`config.mk`:
```
export PLATFORM = sky130hd
export DESIGN_NAME = vibration_cycle_detector_top
export DESIGN_NICKNAME = d
export VERILOG_FILES = /design/src/design/vcd_pkg.sv /design/src/design/vcd_ser_mul.sv /design/src/design/vibration_cycle_detector_top.sv
export SDC_FILE = /design/constraint.sdc
export NUM_CORES = 1
export LEC_CHECK = 0
export BUFFER_PORTS_ARGS = -buffer_cell sky130_fd_sc_hd__buf_2
export CAP_MARGIN = 30
export CORE_MARGIN = 2
export CORE_UTILIZATION = 47
export DETAILED_ROUTE_END_ITERATION = 16
export SETUP_SLACK_MARGIN = 0.02
export SLEW_MARGIN = 20
export SYNTH_ARGS = -nofsm -noshare
export SYNTH_HDL_FRONTEND = slang
export SYNTH_SLANG_ARGS = --single-unit
```
`constraint.sdc`:
```
create_clock -name clk -period 6.2 [get_ports clk]
set_clock_uncertainty 0.15 [all_clocks]
set_input_delay 1.24 -clock clk [delete_from_list [all_inputs] [get_ports clk]]
set_output_delay 1.24 -clock clk [all_outputs]
set_load 0.005 [all_outputs]
```
`src/design/vcd_pkg.sv`:
```
package vcd_pkg;

    localparam int SAMPLE_W   = 16;
    localparam int TIME_W     = 32;
    localparam int WEIGHT_W   = 16;
    localparam int COUNT_W    = 24;
    localparam int LIMIT_W    = 31;
    localparam int CFG_DATA_W = 31;
    localparam int CFG_ADDR_W = 3;

    // serial multiplier sizes
    localparam int MUL_OP_W   = 18;
    localparam int MUL_HI_W   = 19;
    localparam int MUL_STEPS  = 16;
    localparam int STEP_CNT_W = 4;

    localparam logic [CFG_ADDR_W-1:0] REG_AVERAGE_WEIGHT   = 3'd0;
    localparam logic [CFG_ADDR_W-1:0] REG_DEVIATION_WEIGHT = 3'd1;
    localparam logic [CFG_ADDR_W-1:0] REG_THRESHOLD        = 3'd2;
    localparam logic [CFG_ADDR_W-1:0] REG_MIN_COUNT        = 3'd3;
    localparam logic [CFG_ADDR_W-1:0] REG_MIN_ACTIVE       = 3'd4;
    localparam logic [CFG_ADDR_W-1:0] REG_QUIET_WAIT       = 3'd5;
    localparam logic [CFG_ADDR_W-1:0] REG_CLEAR_TIMEOUT    = 3'd6;

    localparam logic [WEIGHT_W-1:0] RST_AVERAGE_WEIGHT   = 16'd58982;
    localparam logic [WEIGHT_W-1:0] RST_DEVIATION_WEIGHT = 16'd58982;
    localparam logic [SAMPLE_W-1:0] RST_THRESHOLD        = 16'd100;
    localparam logic [COUNT_W-1:0]  RST_MIN_COUNT        = 24'd10;
    localparam logic [LIMIT_W-1:0]  RST_MIN_ACTIVE       = 31'd60000;
    localparam logic [LIMIT_W-1:0]  RST_QUIET_WAIT       = 31'd60000;
    localparam logic [LIMIT_W-1:0]  RST_CLEAR_TIMEOUT    = 31'd7200000;

    typedef enum logic [3:0] {
        ST_IDLE,
        ST_AVG_MUL,
        ST_DEV_DIFF,
        ST_DEV_ABS,
        ST_DEV_START,
        ST_DEV_MUL,
        ST_VIB,
        ST_CLR_SPAN,
        ST_CLR_TEST,
        ST_STAT_SPAN,
        ST_STAT_OUT
    } state_t;

    typedef struct packed {
        logic                        start;
        logic [WEIGHT_W-1:0]         weight;
        logic signed [MUL_OP_W-1:0]  old_val;
        logic signed [MUL_OP_W-1:0]  x_val;
    } mul_req_t;

    typedef struct packed {
        logic                        done;
        logic                        low_nz;
        logic signed [MUL_HI_W-1:0]  hi;
    } mul_res_t;

    // signed wrapping span strictly above a non-negative limit
    function automatic logic span_exceeds(input logic [TIME_W-1:0] diff,
                                          input logic [LIMIT_W-1:0] limit);
        return !diff[TIME_W-1] && (diff[LIMIT_W-1:0] > limit);
    endfunction

    // x*65536 + w*(old-x), divided by 65536 with truncation toward zero
    function automatic logic [SAMPLE_W-1:0] blend_finish(input mul_res_t r,
                                                         input logic [MUL_OP_W-1:0] x);
        logic [MUL_HI_W:0] sum;
        logic [MUL_HI_W:0] q;
        sum = {r.hi[MUL_HI_W-1], r.hi} + {{(MUL_HI_W+1-MUL_OP_W){x[MUL_OP_W-1]}}, x};
        q = sum + {{MUL_HI_W{1'b0}}, (sum[MUL_HI_W] & r.low_nz)};
        return q[SAMPLE_W-1:0];
    endfunction

endpackage

```
`src/design/vcd_ser_mul.sv`:
```
module vcd_ser_mul (
    input  logic               clk,
    input  logic               rst_n,
    input  vcd_pkg::mul_req_t  req,
    output vcd_pkg::mul_res_t  res
);

    logic                                  busy_reg;
    logic                                  done_reg;
    logic [vcd_pkg::STEP_CNT_W-1:0]        cnt_reg;
    logic [vcd_pkg::WEIGHT_W-1:0]          w_reg;
    logic signed [vcd_pkg::MUL_OP_W-1:0]   d_reg;
    logic signed [vcd_pkg::MUL_HI_W-1:0]   hi_reg;
    logic                                  low_nz_reg;

    logic [vcd_pkg::MUL_HI_W-1:0]          addend;
    logic [vcd_pkg::MUL_HI_W:0]            sum;

    assign addend = w_reg[0] ? {d_reg[vcd_pkg::MUL_OP_W-1], d_reg} : '0;
    assign sum = {hi_reg[vcd_pkg::MUL_HI_W-1], hi_reg}
               + {addend[vcd_pkg::MUL_HI_W-1], addend};

    always_ff @(posedge clk or negedge rst_n)
    begin
        if (!rst_n)
        begin
            busy_reg <= 1'b0;
            done_reg <= 1'b0;
            cnt_reg  <= '0;
        end
        else if (req.start)
        begin
            busy_reg <= 1'b1;
            done_reg <= 1'b0;
            cnt_reg  <= '0;
        end
        else if (busy_reg)
        begin
            cnt_reg <= cnt_reg + 1'b1;
            if (cnt_reg == vcd_pkg::STEP_CNT_W'(vcd_pkg::MUL_STEPS - 1))
            begin
                busy_reg <= 1'b0;
                done_reg <= 1'b1;
            end
        end
        else
        begin
            done_reg <= 1'b0;
        end
    end

    // one weight bit per cycle, product low bits shift out
    always_ff @(posedge clk)
    begin
        if (req.start)
        begin
            w_reg      <= req.weight;
            d_reg      <= req.old_val - req.x_val;
            hi_reg     <= '0;
            low_nz_reg <= 1'b0;
        end
        else if (busy_reg)
        begin
            w_reg      <= w_reg >> 1;
            hi_reg     <= sum[vcd_pkg::MUL_HI_W:1];
            low_nz_reg <= low_nz_reg | sum[0];
        end
    end

    assign res.done   = done_reg;
    assign res.low_nz = low_nz_reg;
    assign res.hi     = hi_reg;

endmodule

```
`src/design/vibration_cycle_detector_top.sv`:
```
// sample item: average blend, deviation difference and magnitude, deviation blend,
// activity, clear test, spans, result register; the blends are 16-step bit-serial multiplies
// query item or first (seeding) sample: spans, then result register; one item at a time
// a waiting result does not block the next transfer in
// rst_n is asynchronous, active low: filters, activity record cleared, registers to defaults
module vibration_cycle_detector_top (
    input  logic                                  clk,
    input  logic                                  rst_n,
    input  logic                                  cfg_en,
    input  logic [vcd_pkg::CFG_ADDR_W-1:0]        cfg_addr,
    input  logic [vcd_pkg::CFG_DATA_W-1:0]        cfg_data,
    input  logic                                  in_valid,
    output logic                                  in_ready,
    input  logic                                  mode,
    input  logic signed [vcd_pkg::SAMPLE_W-1:0]   sample,
    input  logic [vcd_pkg::TIME_W-1:0]            time_ms,
    output logic                                  out_valid,
    input  logic                                  out_ready,
    output logic                                  vibrating,
    output logic                                  cycle_started,
    output logic                                  cycle_finished,
    output logic signed [vcd_pkg::SAMPLE_W-1:0]   level_average,
    output logic [vcd_pkg::SAMPLE_W-1:0]          level_deviation
);

    localparam int SW = vcd_pkg::SAMPLE_W;
    localparam int OW = vcd_pkg::MUL_OP_W;

    vcd_pkg::state_t state_reg, state_next;

    logic [vcd_pkg::WEIGHT_W-1:0]  avg_w_reg;
    logic [vcd_pkg::WEIGHT_W-1:0]  dev_w_reg;
    logic [SW-1:0]                 thr_reg;
    logic [vcd_pkg::COUNT_W-1:0]   min_cnt_reg;
    logic [vcd_pkg::LIMIT_W-1:0]   min_act_reg;
    logic [vcd_pkg::LIMIT_W-1:0]   quiet_reg;
    logic [vcd_pkg::LIMIT_W-1:0]   clr_to_reg;

    logic                          seeded_reg;
    logic signed [SW-1:0]          avg_reg;
    logic [SW-1:0]                 dev_reg;
    logic [vcd_pkg::COUNT_W-1:0]   count_reg;
    logic                          act_reg;
    logic [vcd_pkg::TIME_W-1:0]    first_reg;
    logic [vcd_pkg::TIME_W-1:0]    latest_reg;

    logic signed [SW-1:0]          sample_reg;
    logic [vcd_pkg::TIME_W-1:0]    time_reg;
    logic signed [SW:0]            diff_reg;
    logic [SW-1:0]                 xdev_reg;
    logic [vcd_pkg::TIME_W-1:0]    span_a_reg;
    logic [vcd_pkg::TIME_W-1:0]    span_b_reg;

    logic                          out_valid_reg;
    logic                          vib_out_reg;
    logic                          start_out_reg;
    logic                          fin_out_reg;
    logic signed [SW-1:0]          avg_out_reg;
    logic [SW-1:0]                 dev_out_reg;

    logic                          out_load;
    logic                          blend_go;
    logic [SW:0]                   neg_diff;
    vcd_pkg::mul_req_t             mul_req;
    vcd_pkg::mul_res_t             mul_res;

    vcd_ser_mul u_mul (
        .clk   (clk),
        .rst_n (rst_n),
        .req   (mul_req),
        .res   (mul_res)
    );

    assign neg_diff = -diff_reg;

    always_comb
    begin
        state_next = state_reg;
        case (state_reg)
            vcd_pkg::ST_IDLE:
            begin
                if (in_valid)
                begin
                    if (!mode && seeded_reg)
                        state_next = vcd_pkg::ST_AVG_MUL;
                    else
                        state_next = vcd_pkg::ST_STAT_SPAN;
                end
            end
            vcd_pkg::ST_AVG_MUL:
            begin
                if (mul_res.done)
                    state_next = vcd_pkg::ST_DEV_DIFF;
            end
            vcd_pkg::ST_DEV_DIFF:  state_next = vcd_pkg::ST_DEV_ABS;
            vcd_pkg::ST_DEV_ABS:   state_next = vcd_pkg::ST_DEV_START;
            vcd_pkg::ST_DEV_START: state_next = vcd_pkg::ST_DEV_MUL;
            vcd_pkg::ST_DEV_MUL:
            begin
                if (mul_res.done)
                    state_next = vcd_pkg::ST_VIB;
            end
            vcd_pkg::ST_VIB:       state_next = vcd_pkg::ST_CLR_SPAN;
            vcd_pkg::ST_CLR_SPAN:  state_next = vcd_pkg::ST_CLR_TEST;
            vcd_pkg::ST_CLR_TEST:  state_next = vcd_pkg::ST_STAT_SPAN;
            vcd_pkg::ST_STAT_SPAN: state_next = vcd_pkg::ST_STAT_OUT;
            vcd_pkg::ST_STAT_OUT:
            begin
                if (!out_valid_reg || out_ready)
                    state_next = vcd_pkg::ST_IDLE;
            end
            default:               state_next = vcd_pkg::ST_IDLE;
        endcase
    end

    always_comb
    begin
        in_ready         = (state_reg == vcd_pkg::ST_IDLE);
        out_load         = (state_reg == vcd_pkg::ST_STAT_OUT) && (!out_valid_reg || out_ready);
        blend_go         = (state_reg == vcd_pkg::ST_IDLE) && in_valid && !mode && seeded_reg;
        mul_req.start    = blend_go || (state_reg == vcd_pkg::ST_DEV_START);
        if (state_reg == vcd_pkg::ST_IDLE)
        begin
            mul_req.weight  = avg_w_reg;
            mul_req.old_val = {{(OW-SW){avg_reg[SW-1]}}, avg_reg};
            mul_req.x_val   = {{(OW-SW){sample[SW-1]}}, sample};
        end
        else
        begin
            mul_req.weight  = dev_w_reg;
            mul_req.old_val = {{(OW-SW){1'b0}}, dev_reg};
            mul_req.x_val   = {{(OW-SW){1'b0}}, xdev_reg};
        end
    end

    always_ff @(posedge clk or negedge rst_n)
    begin
        if (!rst_n)
            state_reg <= vcd_pkg::ST_IDLE;
        else
            state_reg <= state_next;
    end

    // configuration registers
    always_ff @(posedge clk or negedge rst_n)
    begin
        if (!rst_n)
        begin
            avg_w_reg   <= vcd_pkg::RST_AVERAGE_WEIGHT;
            dev_w_reg   <= vcd_pkg::RST_DEVIATION_WEIGHT;
            thr_reg     <= vcd_pkg::RST_THRESHOLD;
            min_cnt_reg <= vcd_pkg::RST_MIN_COUNT;
            min_act_reg <= vcd_pkg::RST_MIN_ACTIVE;
            quiet_reg   <= vcd_pkg::RST_QUIET_WAIT;
            clr_to_reg  <= vcd_pkg::RST_CLEAR_TIMEOUT;
        end
        else if (cfg_en)
        begin
            case (cfg_addr)
                vcd_pkg::REG_AVERAGE_WEIGHT:   avg_w_reg   <= cfg_data[vcd_pkg::WEIGHT_W-1:0];
                vcd_pkg::REG_DEVIATION_WEIGHT: dev_w_reg   <= cfg_data[vcd_pkg::WEIGHT_W-1:0];
                vcd_pkg::REG_THRESHOLD:        thr_reg     <= cfg_data[SW-1:0];
                vcd_pkg::REG_MIN_COUNT:        min_cnt_reg <= cfg_data[vcd_pkg::COUNT_W-1:0];
                vcd_pkg::REG_MIN_ACTIVE:       min_act_reg <= cfg_data[vcd_pkg::LIMIT_W-1:0];
                vcd_pkg::REG_QUIET_WAIT:       quiet_reg   <= cfg_data[vcd_pkg::LIMIT_W-1:0];
                vcd_pkg::REG_CLEAR_TIMEOUT:    clr_to_reg  <= cfg_data[vcd_pkg::LIMIT_W-1:0];
                default:                       ;
            endcase
        end
    end

    // filter and activity state
    always_ff @(posedge clk or negedge rst_n)
    begin
        if (!rst_n)
        begin
            seeded_reg <= 1'b0;
            avg_reg    <= '0;
            dev_reg    <= '0;
            count_reg  <= '0;
            act_reg    <= 1'b0;
            first_reg  <= '0;
            latest_reg <= '0;
        end
        else
        begin
            case (state_reg)
                vcd_pkg::ST_IDLE:
                begin
                    if (in_valid && !mode && !seeded_reg)
                    begin
                        avg_reg    <= sample;
                        dev_reg    <= '0;
                        seeded_reg <= 1'b1;
                    end
                end
                vcd_pkg::ST_AVG_MUL:
                begin
                    if (mul_res.done)
                        avg_reg <= vcd_pkg::blend_finish(mul_res,
                                       {{(OW-SW){sample_reg[SW-1]}}, sample_reg});
                end
                vcd_pkg::ST_DEV_MUL:
                begin
                    if (mul_res.done)
                        dev_reg <= vcd_pkg::blend_finish(mul_res, {{(OW-SW){1'b0}}, xdev_reg});
                end
                vcd_pkg::ST_VIB:
                begin
                    if (dev_reg > thr_reg)
                    begin
                        if (count_reg != '1)
                            count_reg <= count_reg + 1'b1;
                        if (!act_reg)
                        begin
                            act_reg   <= 1'b1;
                            first_reg <= time_reg;
                        end
                        latest_reg <= time_reg;
                    end
                end
                vcd_pkg::ST_CLR_TEST:
                begin
                    if (act_reg && vcd_pkg::span_exceeds(span_a_reg, clr_to_reg))
                    begin
                        count_reg  <= '0;
                        act_reg    <= 1'b0;
                        first_reg  <= '0;
                        latest_reg <= '0;
                    end
                end
                default: ;
            endcase
        end
    end

    always_ff @(posedge clk or negedge rst_n)
    begin
        if (!rst_n)
            out_valid_reg <= 1'b0;
        else if (out_load)
            out_valid_reg <= 1'b1;
        else if (out_ready)
            out_valid_reg <= 1'b0;
    end

    // payload and working registers
    always_ff @(posedge clk)
    begin
        case (state_reg)
            vcd_pkg::ST_IDLE:
            begin
                if (in_valid)
                begin
                    sample_reg <= sample;
                    time_reg   <= time_ms;
                end
            end
            vcd_pkg::ST_DEV_DIFF:
                diff_reg <= {sample_reg[SW-1], sample_reg} - {avg_reg[SW-1], avg_reg};
            vcd_pkg::ST_DEV_ABS:
                xdev_reg <= diff_reg[SW] ? neg_diff[SW-1:0] : diff_reg[SW-1:0];
            vcd_pkg::ST_CLR_SPAN:
                span_a_reg <= time_reg - first_reg;
            vcd_pkg::ST_STAT_SPAN:
            begin
                span_a_reg <= latest_reg - first_reg;
                span_b_reg <= time_reg - latest_reg;
            end
            vcd_pkg::ST_STAT_OUT:
            begin
                if (out_load)
                begin
                    vib_out_reg   <= dev_reg > thr_reg;
                    start_out_reg <= act_reg && (count_reg != '0);
                    fin_out_reg   <= act_reg && (count_reg > min_cnt_reg)
                                     && vcd_pkg::span_exceeds(span_a_reg, min_act_reg)
                                     && vcd_pkg::span_exceeds(span_b_reg, quiet_reg);
                    avg_out_reg   <= avg_reg;
                    dev_out_reg   <= dev_reg;
                end
            end
            default: ;
        endcase
    end

    assign out_valid       = out_valid_reg;
    assign vibrating       = vib_out_reg;
    assign cycle_started   = start_out_reg;
    assign cycle_finished  = fin_out_reg;
    assign level_average   = avg_out_reg;
    assign level_deviation = dev_out_reg;

endmodule

```
After elaboration in Yosys (flattened, before gate mapping). Cells that the tools add are included.

Input port bits: 88. Output and inout bits: 37. Memories kept: 0. Bits in read-only memories: 0. Word-level logic and storage cells: 171. Bits in writable memories: 0. Flip-flop bits (word level): 532. Latch bits: 0.

Bitwise gates (word level): 3. $mul: 0. Reductions and logical operators: 47. Equality and inequality tests: 28. Multiplexer cells: 41. Div/mod/pow operators: 0. $add $sub $neg: 13. Magnitude comparators: 5. Shift operators: 0.

Operators with widths (count): $pmux 32 s2 (3); $mux 32 (4); $mux 16 (7); $sub 32x32->32 (3); $gt 31x31->1 (3); $mux 24 (3); $pmux 16 s2 (2); $mux 52 (1); $pmux 24 s2 (1); $pmux 4 s11 (1); $add 16x1->16 (2); $mux 4 (7); $add 24x1->24 const B (1); $gt 24x24->1 (1); $ne 24x24->1 const B (1); $reduce_bool 24->1 (1); $add 19x16->20 (1); $add 19x17->20 (1); $add 19x19->20 (1); $reduce_and 2->1 (10); $mux 19 (1); $sub 18x18->18 (1); $sub 16x16->17 (1); $eq 4x3->1 const B (4); other kinds (24) (76).

Logic depth before layout (Yosys ltp). Gate-level depths: netlist of the first run.

Depth after elaboration: 6. Mapped depth: 20. Depth with buffers taken out: 19.

By module. From an unflattened synthesis of the first run, not the netlist that was laid out.

Cells, all modules: 3049. Area, all modules: 31794.2 sq um.

Modules (own cells, without submodules): vibration_cycle_detector_top (area each 27709.1 sq um, sequential area each 12772.2 sq um, cells each 2626, instances 1); vcd_ser_mul (area each 4085.2 sq um, sequential area each 1571.5 sq um, cells each 423, instances 1).

Worst setup path before layout of the first run. OpenSTA, ideal clock, no wires.

Path type: flip-flop to flip-flop. From: register state_reg[1]. To: register span_a_reg[30] (netlist bit) (data pin). Stages on the path, launching flop included: 15. Required time: 5770 ps. Period minus slack after synthesis: 5169 ps. Path buffers: 2. Setup time: 280 ps. Setup slack: 1031 ps. Arrival: 4738 ps. Cell sequence: dfrtp_1 > clkbuf_1 > nand2b_1 > nor2_1 > clkbuf_1 > o21ai_0 > fa_1 > a21o_1 > a211o_1 > a211oi_1 > o21ai_0 > nand2_1 > o21bai_1 > a21boi_0 > o311ai_0.

Cells in the longest elaborated chain, start to end: 2. Elaborated cells between the ends (all ways): 3. Those cells by class: eq/ne (2); mux (1).

RTL lines: start, declared (line vibration_cycle_detector_top.sv:29) `vcd_pkg::state_t state_reg, state_next;`; start signal, assigned (line vibration_cycle_detector_top.sv:139) `state_reg <= vcd_pkg::ST_IDLE;`; start signal, assigned (line vibration_cycle_detector_top.sv:141) `state_reg <= state_next;`; $eq 4x4->1 / $eq 4x3->1 (equally long branches) (line vibration_cycle_detector_top.sv:250) `case (state_reg)`; $pmux 32 s2 (*) (line vibration_cycle_detector_top.sv:250); end signal, assigned (line vibration_cycle_detector_top.sv:264) `span_a_reg <= time_reg - first_reg;`; end signal, assigned (line vibration_cycle_detector_top.sv:267) `span_a_reg <= latest_reg - first_reg;`; end, declared (line vibration_cycle_detector_top.sv:51) `logic [vcd_pkg::TIME_W-1:0] span_a_reg;`.

Mark *: on every way between the ends. The rest lies on a longest branch, timed or not. A chain may end at the register's enable or synchronous reset.

Worst setup path in the final report of the first run.
From: register state_reg[3]. To: register span_a_reg[30] (netlist bit) (data pin).

Same word-level chain as after synthesis.

==> results.py, run 1 <==
metrics = {
    "clock_network": {
        "holdBufCountCts": 0,
        "clk_latency_ps": 640,
        "cts.sink_count": 532,
        "cts_resized": 0,
        "cts_max_path_buffers": 3,
        "cts_buffers": 61,
        "cts_tree": "built",
        "htree_levels": 2,
        "clk_pin_slew_ps": 60,
        "postCtsSetupRepairBufs": 0,
        "clockRootBuffer": "clkbuf_16",
    },
    "global_route": {
        "grt-ovfl-total": 0,
        "grt_pass1_vias": 22945,
        "antenna_found_initial": 5,
        "grt_usage_pct": 24.1,
        "grt_pass1_wl_um": 132000,
        "grt_max_degree": 134,
    },
    "sta": {
        "relSlewSlack_pct": 32.9,
        "max_freq_mhz": 202,
        "period_share_pct": 79.7,
        "setup_violations": 0,
        "worst_slew_pin_slew_ps": 999,
        "drv_slew": 0,
        "fin_ws_ps": 1260,
        "rsz0062_at_grt": "no",
        "fin_setup_tns_ps": 0,
        "min_period_ps": 4940,
        "final_hold_viol_count": 0,
    },
    "final_layout": {
        "final_area_mm2": 0.0355,
        "final_nets": 3585,
        "area_growth_syn_to_layout_pct": 12.0,
        "post-route-util_pct": 53.1,
        "fillers": 5945,
        "final_cell_count_no_fill": 4126,
        "drive_gt1_share_pct": 15.8,
    },
    "placed_design": {
        "numPortBuffers": 124,
        "dp_cells": 4009,
        "pre_cts_ws_ps": 1250,
        "routabilityCongestion": 0.927,
        "dpl_cell_area_mm2": 0.0334,
        "dpl.hpwl_um": 63400,
    },
    "die": {
        "dieArea_mm2": 0.0696,
        "start_util_pct": 47.4,
        "die_width_um": 264,
        "die_h_um": 264,
        "core_mm2": 0.0669,
        "ios": 125,
        "rows": 95,
    },
    "job": {
        "max-cap-violations": 0,
    },
    "worst_setup_path": {
        "critPathSlowestCell": "nor2_4",
        "critPathBufInv": 1,
        "worstSetupEndpointType": "flop",
        "cp_num_cells": 15,
        "reg2reg_depth": 15,
        "cpPeakStageDelay_ps": 710,
        "cp_cell_sequence": "nand2b_1, nor2_4, nor2_1, a21oi_1, ha_1, inv_1, fa_1, a21o_1, a211o_1, a211oi_1, o21ai_0, nand2_1, o21bai_1, a21boi_0, o311ai_0",
        "crit_type": "flop to flop",
        "path_delay_family": "compound AO/OA/AOI/OAI gates",
        "critPathMaxFanout": 30,
        "cp.arrival_ps": 5150,
        "cp-start-kind": "flop",
        "r2r_slack_ps": 1260,
        "worst_ep_required_time_ps": 6410,
    },
    "logic_synthesis": {
        "synth_top_cell_area_share_pct": 20.3,
        "synth.area.top_cells": "edfxtp_1 (20%), dfrtp_1 (20%), ha_1 (11%)",
        "syn_area_mm2": 0.0317,
        "synth_cell_types": 86,
        "seq_area_frac_synth_pct": 45.2,
        "synth_nets": 3458,
        "yosysWarnings": 0,
        "synth-seq-cells": 532,
        "async_flop_share_pct": 56.0,
        "synthFlopType": "dfrtp_1",
        "syn_area_per_cell_um2": 10.3,
        "synth_largest_area_cell": "edfxtp_1",
        "syn_inst": 3073,
        "synth_edf_count": 214,
    },
    "routing": {
        "antenna_left": 0,
        "wl_per_cell_um": 20.5,
        "dr.pass1.iters": 5,
        "drt-initial-drc-count": 2095,
        "wl_um": 84500,
        "via_count": 23526,
        "drc": 0,
        "viasPerCell": 5.70,
    },
    "worst_hold_path": {
        "hold_depth": 1,
        "hp-class": "flop to flop",
    },
    "status": {
        "outcome": "completed",
    },
    "pwr": {
        "leakagePower_uw": 0.0154,
        "vdd_drop_max_mv": 0.255,
        "powerDensity_mw_per_mm2": 458,
    },
}
-- area by class of cell --
type / count / area, µm² / area share, %
Tap cell: 873 / 1090 / 3.07
Timing Repair Buffer: 156 / 916 / 2.58
Clock inverter: 34 / 423 / 1.19
Inverter: 271 / 1020 / 2.86
Sequential cell: 532 / 14300 / 40.4
Clock buffer: 81 / 1660 / 4.68
Multi-Input combinational cell: 2178 / 16100 / 45.2
Antenna cell: 1 / 2.50 / 0.00704
-- synthesized netlist by cell type, drive strengths merged (51+ instances only) --
| library cell | n |
|---|---|
| clkbuf | 69 |
| mux2i | 60 |
| inv | 271 |
| xor2 | 63 |
| nand3 | 78 |
| o21ai | 255 |
| edfxtp | 214 |
| nor2 | 129 |
| ha | 290 |
| dfrtp | 250 |
| nand2 | 279 |
| mux2 | 166 |
| xnor2 | 100 |
| a21oi | 140 |
| nor3 | 51 |
| a21o | 88 |
-- worst reg2reg max path, delay by kind of cell (launching register included) --
kind	cells	cell delay, ps
AND/OR/NAND/NOR	4	1200
flip-flops	1	650
AO/OA/AOI/OAI	8	2040
adder cells (fa/ha/maj)	2	590
buffers and inverters	1	60
-- where the power goes --
group / total (µW) / switching, µW / internal (µW)
sequential: 5500 / 727 / 4770
combinational: 6980 / 4040 / 2940
clock: 3780 / 1520 / 2260
-- path summary, 6_finish.rpt --
path	end	startpoint
min in group asynchronous	count_reg[17]	rst_n
max in group asynchronous	latest_reg[14]	rst_n
setup reg to reg	span_a_reg[30]	state_reg[3]
hold / removal	min_cnt_reg[18]	min_cnt_reg[18]
hold reg to reg	min_cnt_reg[18]	min_cnt_reg[18]
setup / recovery	span_a_reg[30]	state_reg[3]
-- per-layer routing --
metal / part of all wire, % / up-vias / track usage [%] / routed length (µm)
li1: - / 11253 / - / -
met1: 51 / 11510 / 38.0 / 42800
met2: 41 / 632 / 34.4 / 34200
met3: 6.4 / 129 / 3.85 / 5440
met4: 2.4 / 2 / 5.93 / 2000
met5: 0.015 / - / 0 / 13
-- stage by stage --
stage               total power, µW  hold WS (ps)
global placement              12200           337
global route                  17400           361
floorplan                     10400           313
detailed placement            12400           343
CTS                           16200           356
finish                        16300           352
-- placed cells by master (no fill, tap or decap), types with 10 or more instances in the layout --
cell type / n
o21ai_0: 250
nor4_1: 27
or3_1: 11
o21bai_1: 14
nor3_1: 46
mux2i_1: 60
edfxtp_1: 214
or2_2: 10
o21a_1: 38
nand3_1: 77
nand2_1: 278
dfstp_2: 48
nand4_1: 46
a311oi_1: 10
xnor2_1: 100
clkinv_2: 10
nor2_1: 127
a31oi_1: 12
buf_2: 123
clkbuf_16: 62
and3_1: 14
clkbuf_1: 15
inv_1: 270
nand2b_1: 48
mux2_2: 166
a211oi_1: 18
ha_1: 290
xor2_1: 63
o31ai_1: 16
buf_4: 29
a21oi_1: 137
dfxtp_1: 20
dfrtp_1: 250
and2_1: 38
a21o_1: 88
nor2b_1: 35
-- cell families (layout without fill, tap and decap cells) --
group | Yosys count | in the layout | synth area share, %
adders and majority gates | 297 | 297 | 11.9
xor gates and xnor gates | 163 | 163 | 4.50
DFF | 532 | 532 | 45.2
other | 0 | 1 | 0
buffers and inverters | 363 | 542 | 4.37
and+or+nand+nor | 820 | 820 | 12.9
AOI/OAI and AO/OA | 672 | 672 | 13.4
muxes | 226 | 226 | 7.79
(Power assumes the default switching activity.)
==> run 2, diff against run 1 <==
==> constraint.sdc (replaced) <==
create_clock -name clk -period 4.93 [get_ports clk]
set_clock_uncertainty 0.15 [all_clocks]
set_input_delay 0.986 -clock clk [delete_from_list [all_inputs] [get_ports clk]]
set_output_delay 0.986 -clock clk [all_outputs]
set_load 0.005 [all_outputs]
==> run 2 against run 1 <==
Maximum frequency rose by 9.3%. Sequential power rose by 25%. Critical path depth rose by 3. Die area did not move. Worst hold slack got worse by 100 ps. Power rose by 25%. Routed wire length rose by 0.70%. Final cell count barely moved. First-iteration DRC count fell by 11%. Clock-buffer cell count rose by 4. Clock power rose by 21%. Utilization barely moved. Largest power group unchanged.
==> results.py, run 2 (same netlist as run 1, synthesis figures left out) <==
metrics = {
    "die": {
        "dieArea_mm2": 0.0696,
        "die_h_um": 264,
        "die_width_um": 264,
        "core_mm2": 0.0669,
        "start_util_pct": 47.4,
        "rows": 95,
        "ios": 125,
    },
    "worst_setup_path": {
        "cp-start-kind": "flop",
        "crit_type": "flop to flop",
        "cp_common_cell": "nor4_1",
        "reg2reg_to": "dev_reg[15]",
        "endpoint": "dev_reg[15]",
        "cp.arrival_ps": 4860,
        "cpPeakStageDelay_ps": 430,
        "r2r_slack_ps": 410,
        "reg2reg_depth": 18,
        "worst_ep_required_time_ps": 5270,
        "startpoint": "xdev_reg[5]",
        "reg2reg_from": "xdev_reg[5]",
        "cp_cell_sequence": "ha_1, or2_2, o311ai_0, nor3_1, nor4_1, o21bai_1, a21o_1, a21o_1, a31oi_1, ha_1, nand2b_1, nor2_1, nand3_1, nor4_1, nand4_1, nor4_1, xnor2_1, o21ai_0",
        "critPathSlowestCell": "ha_1",
        "worstSetupEndpointType": "flop",
        "critPathMaxFanout": 10,
    },
    "sta": {
        "min_period_ps": 4520,
        "worst_slew_pin_slew_ps": 984,
        "fin_setup_tns_ps": 0,
        "period_share_pct": 91.7,
        "max_freq_mhz": 221,
        "drv_slew": 0,
        "rsz0062_at_grt": "no",
        "setup_violations": 0,
        "relSlewSlack_pct": 33.9,
        "final_hold_viol_count": 0,
    },
    "pwr": {
        "p_switching_uw": 7980,
        "vdd_drop_max_mv": 0.310,
        "pwr-share-clk_pct": 22.4,
        "powerDensity_mw_per_mm2": 574,
        "combPwrFrac_pct": 43.9,
        "leakagePower_uw": 0.0154,
        "power_frac_seq_pct": 33.7,
        "p_int_uw": 12400,
        "sw_frac_of_total_pct": 39.1,
    },
    "global_route": {
        "grt_pass1_wl_um": 132000,
        "antenna_found_initial": 5,
        "grt_pass1_vias": 23070,
        "grt-ovfl-total": 0,
        "grt_usage_pct": 24.4,
        "grt_max_degree": 110,
    },
    "placed_design": {
        "numPortBuffers": 124,
        "dpl_cell_area_mm2": 0.0335,
        "routabilityCongestion": 0.928,
        "dpl.hpwl_um": 64200,
    },
    "clock_network": {
        "clk_pin_slew_ps": 60,
        "cts_tree": "built",
        "clockRootBuffer": "clkbuf_16",
        "htree_levels": 2,
        "cts_max_path_buffers": 3,
        "cts.sink_count": 532,
        "clk_latency_ps": 630,
        "cts_buffers": 60,
    },
    "final_layout": {
        "layout_commonest_cell": "ha_1",
        "final_area_mm2": 0.0355,
        "final_cell_mix": "ha_1 (290), nand2_1 (278), inv_1 (270)",
        "final_nets": 3589,
        "area_growth_syn_to_layout_pct": 12.1,
        "drive_gt1_share_pct": 16.0,
    },
    "routing": {
        "wl_um": 85000,
        "dr.pass1.iters": 5,
        "drt-initial-drc-count": 1875,
        "drc": 0,
        "antenna_left": 0,
        "viasPerCell": 5.67,
        "wl_per_cell_um": 20.6,
        "via_count": 23406,
    },
    "worst_hold_path": {
        "hp-class": "input pin to async pin",
    },
    "status": {
        "outcome": "completed",
    },
    "job": {
        "max-cap-violations": 0,
    },
}
## run 2: cell types whose count changed in the layout (fill, tap and decap cells not counted), sizes merged
cell / previous run / this run
buf: 156 / 161
bufinv: 9 / 4
clkbuf: 81 / 85
clkinv: 19 / 21
clkinvlp: 5 / 3
## run 2: worst min-delay path by stage
stage	from	to	cells past startpoint
global placement	clr_to_reg[7]	clr_to_reg[7]	1
CTS	rst_n	min_cnt_reg[16]	1
finish	rst_n	min_cnt_reg[16]	1
floorplan	avg_reg[10]	level_average[10]	0
detailed placement	clr_to_reg[9]	clr_to_reg[9]	1
global route	rst_n	min_cnt_reg[16]	1
## run 2: layout make-up
| type | count | area (µm²) |
|---|---|---|
| timing repair buffer | 161 | 966 |
| clock buffer | 85 | 1760 |
| sequential | 532 | 14300 |
| tap | 873 | 1090 |
| multi-input combinational | 2178 | 16100 |
| antenna | 1 | 2.50 |
| fill | 5845 | 31400 |
| clock inverter | 29 | 267 |
| inverter | 271 | 1020 |
## run 2: per-stage QoR
stage                     utilization [%]  std cells  hold WS [ps]  total power [µW]  worst slack (ps)
after floorplan                         -       3073           313             13100               315
after global placement               50.0       4012           337             15400               459
after detailed placement             50.0       4014           343             15700               390
after CTS                            53.1       4128           304             20400               386
after global routing                 53.1       4129           316             21800              23.1
final                                53.1       4130           252             20400               407
## run 2: power by group through the flow
stage	registers, µW	logic, µW	clock network (µW)
global placement	6910	8500	0
floorplan	6490	6640	0
finish	6880	8940	4570
CTS	6860	8840	4660
global route	6980	9960	4840
detailed placement	6940	8760	0
## run 2: per-layer routing
metal  global-route usage, %  vias to the layer above  routed length (µm)  share of wire (%)
li1                        -                    11251                   -                  -
met1                    38.1                    11401               42600                 50
met2                    35.3                      630               35000                 41
met3                    3.84                      122                5530                6.5
met4                    5.79                        2                1840                2.2
met5                       0                        -                  13              0.015
## run 2: repair_timing
| action | CTS | global route |
|---|---|---|
| gates resized for setup | 0 | 2 |
| endpoints found under the setup margin | 0 | 3 |
| hold buffers | 0 | 0 |
| buffers inserted | 0 | 0 |
## run 2: worst max-delay path, delay by kind of cell, from the launching register on
family / cells / cell delay (ps)
flip-flops: 1 / 390
AND/OR/NAND/NOR: 9 / 2070
XOR/XNOR: 1 / 150
adder cells (fa/ha/maj): 2 / 630
AO/OA/AOI/OAI: 6 / 1020
==> run 3, diff against run 2 <==
--- a/config.mk
+++ b/config.mk
@@ -8,7 +8,7 @@
 export BUFFER_PORTS_ARGS = -buffer_cell sky130_fd_sc_hd__buf_2
 export CAP_MARGIN = 30
 export CORE_MARGIN = 2
-export CORE_UTILIZATION = 47
+export CORE_UTILIZATION = 45
 export DETAILED_ROUTE_END_ITERATION = 16
 export SETUP_SLACK_MARGIN = 0.02
 export SLEW_MARGIN = 20
==> run 3 against run 2 <==
Clock-buffer cell count is 6 higher. Power is 0.71% higher. Critical path depth unchanged. First-iteration DRC count increased by 1.6%. Routed wire length is 0.71% lower. Sequential power barely moved. Maximum frequency fell by 3.3%. Critical endpoint is now avg_reg[12].
==> results.py, run 3 (same netlist as run 1, synthesis figures left out) <==
metrics = {
    "global_route": {
        "grt_usage_pct": 23.1,
        "grt_pass1_vias": 23222,
        "grt-ovfl-total": 0,
        "grt_max_degree": 115,
        "grt_pass1_wl_um": 132000,
        "antenna_found_initial": 4,
    },
    "clock_network": {
        "clk_latency_ps": 630,
        "cts_buffers": 59,
        "htree_levels": 2,
        "clockRootBuffer": "clkbuf_16",
        "clk_pin_slew_ps": 70,
        "cts_resized": 0,
        "cts.sink_count": 532,
        "holdBufCountCts": 0,
        "postCtsSetupRepairBufs": 0,
        "cts_tree": "built",
        "cts_max_path_buffers": 3,
    },
    "die": {
        "start_util_pct": 45.4,
        "dieArea_mm2": 0.0726,
        "core_mm2": 0.0699,
        "die_h_um": 269,
        "rows": 97,
        "die_width_um": 269,
        "ios": 125,
    },
    "worst_setup_path": {
        "cp.arrival_ps": 5080,
        "cp-start-kind": "flop",
        "reg2reg_to": "avg_reg[12]",
        "path_delay_family": "compound AO/OA/AOI/OAI gates",
        "endpoint": "avg_reg[12]",
        "worstSetupEndpointType": "flop",
        "critPathMaxFanout": 10,
        "reg2reg_from": "sample_reg[6]",
        "cp_cell_sequence": "ha_1, and4_1, a211oi_1, a21oi_1, o311a_1, o21ai_0, a21oi_1, o21ai_0, nand4_1, o21ai_0, ha_1, ha_1, nand2_1, a2111o_1, nor4_1, xor2_1, mux2i_1, o21ai_1",
        "cp_num_cells": 18,
        "critPathBufInv": 0,
        "critPathSlowestCell": "ha_1",
        "cpPeakStageDelay_ps": 440,
        "worst_ep_required_time_ps": 5340,
        "startpoint": "sample_reg[6]",
        "r2r_slack_ps": 250,
        "reg2reg_depth": 18,
        "crit_type": "flop to flop",
    },
    "sta": {
        "min_period_ps": 4680,
        "fin_setup_tns_ps": 0,
        "rsz0062_at_grt": "no",
        "max_freq_mhz": 214,
        "final_hold_viol_count": 0,
        "worst_slew_pin_slew_ps": 1020,
        "drv_slew": 0,
        "whs_ps": 248,
        "setup_violations": 0,
        "period_share_pct": 94.9,
        "relSlewSlack_pct": 32.1,
    },
    "pwr": {
        "vdd_drop_max_mv": 0.304,
        "powerDensity_mw_per_mm2": 574,
        "leakagePower_uw": 0.0155,
    },
    "routing": {
        "wl_per_cell_um": 20.1,
        "drc": 0,
        "wl_um": 84400,
        "viasPerCell": 5.56,
        "drt-initial-drc-count": 1905,
        "via_count": 23364,
        "antenna_left": 0,
        "dr.pass1.iters": 6,
    },
    "final_layout": {
        "post-route-util_pct": 51.1,
        "area_growth_syn_to_layout_pct": 12.8,
        "drive_gt1_share_pct": 16.5,
        "layout_commonest_cell": "ha_1",
        "final_cell_mix": "ha_1 (290), nand2_1 (278), inv_1 (270)",
        "final_nets": 3596,
        "fillers": 6336,
    },
    "placed_design": {
        "dpl.hpwl_um": 63300,
        "routabilityCongestion": 0.936,
        "numPortBuffers": 124,
    },
    "worst_hold_path": {
        "hp-class": "input pin to async pin",
    },
    "status": {
        "outcome": "completed",
    },
    "job": {
        "max-cap-violations": 0,
    },
}
-- run 3: cell count changes in the layout (fill, tap and decap cells not counted), moves of 2 or more --
cell / change
clkinv_4: -2
buf_4: +8
clkinvlp_4: -2
clkinv_1: -6
clkinv_2: -2
clkbuf_1: -2
nor4_2: +3
nor4_1: -3
clkbuf_8: +7
buf_12: -2
-- run 3: layout make-up --
class / instances / area, µm² / area share (%)
antenna: 2 / 5.00 / 0.0140
clock buffer: 91 / 1860 / 5.19
clock inverter: 20 / 246 / 0.689
inverter: 271 / 1020 / 2.85
multi-input combinational: 2178 / 16100 / 45.0
sequential: 532 / 14300 / 40.1
tap: 940 / 1180 / 3.29
timing repair buffer: 169 / 1020 / 2.85
-- run 3: how the worst min path moves through the flow --
stage	endpoint	slack, ps
floorplan	level_average[10]	310
global placement	dev_w_reg[8]	340
detailed placement	clr_to_reg[3]	340
CTS	latest_reg[22]	290
global route	latest_reg[23]	310
finish	latest_reg[22]	250
-- run 3: layer usage --
metal / global-route usage [%] / routed length [µm]
met5: 0 / 16
met4: 7.34 / 2550
met3: 4.02 / 4400
met2: 34.0 / 35700
met1: 34.6 / 41800
-- run 3: worst register-to-register path, delay by kind of cell (launching register included) --
family | cells | cell delay [ps]
AOI/OAI and AO/OA | 9 | 2090
muxes | 1 | 90
adders and majority gates | 3 | 930
and+or+nand+nor | 4 | 770
xor gates and xnor gates | 1 | 170
DFF | 1 | 410
-- run 3: per-stage QoR --
stage / setup slack [ps] / cells / power (µW) / instance area [µm²]
6_report: 253 / 4203 / 20500 / 35800
5_1_grt: 21.5 / 4203 / 22000 / 35800
4_1_cts: 308 / 4198 / 20500 / 35700
3_5_place_dp: 347 / 4087 / 15700 / 33600
3_3_place_gp: 368 / 4086 / 15400 / 33600
2_1_floorplan: 315 / 3073 / 13100 / 31700
-- run 3: where the power goes --
group	total, µW	switching, µW	internal (µW)
Combinational	8950	5210	3740
Clock	4700	1860	2850
Sequential	6880	880	6000
Total	20500	7940	12600
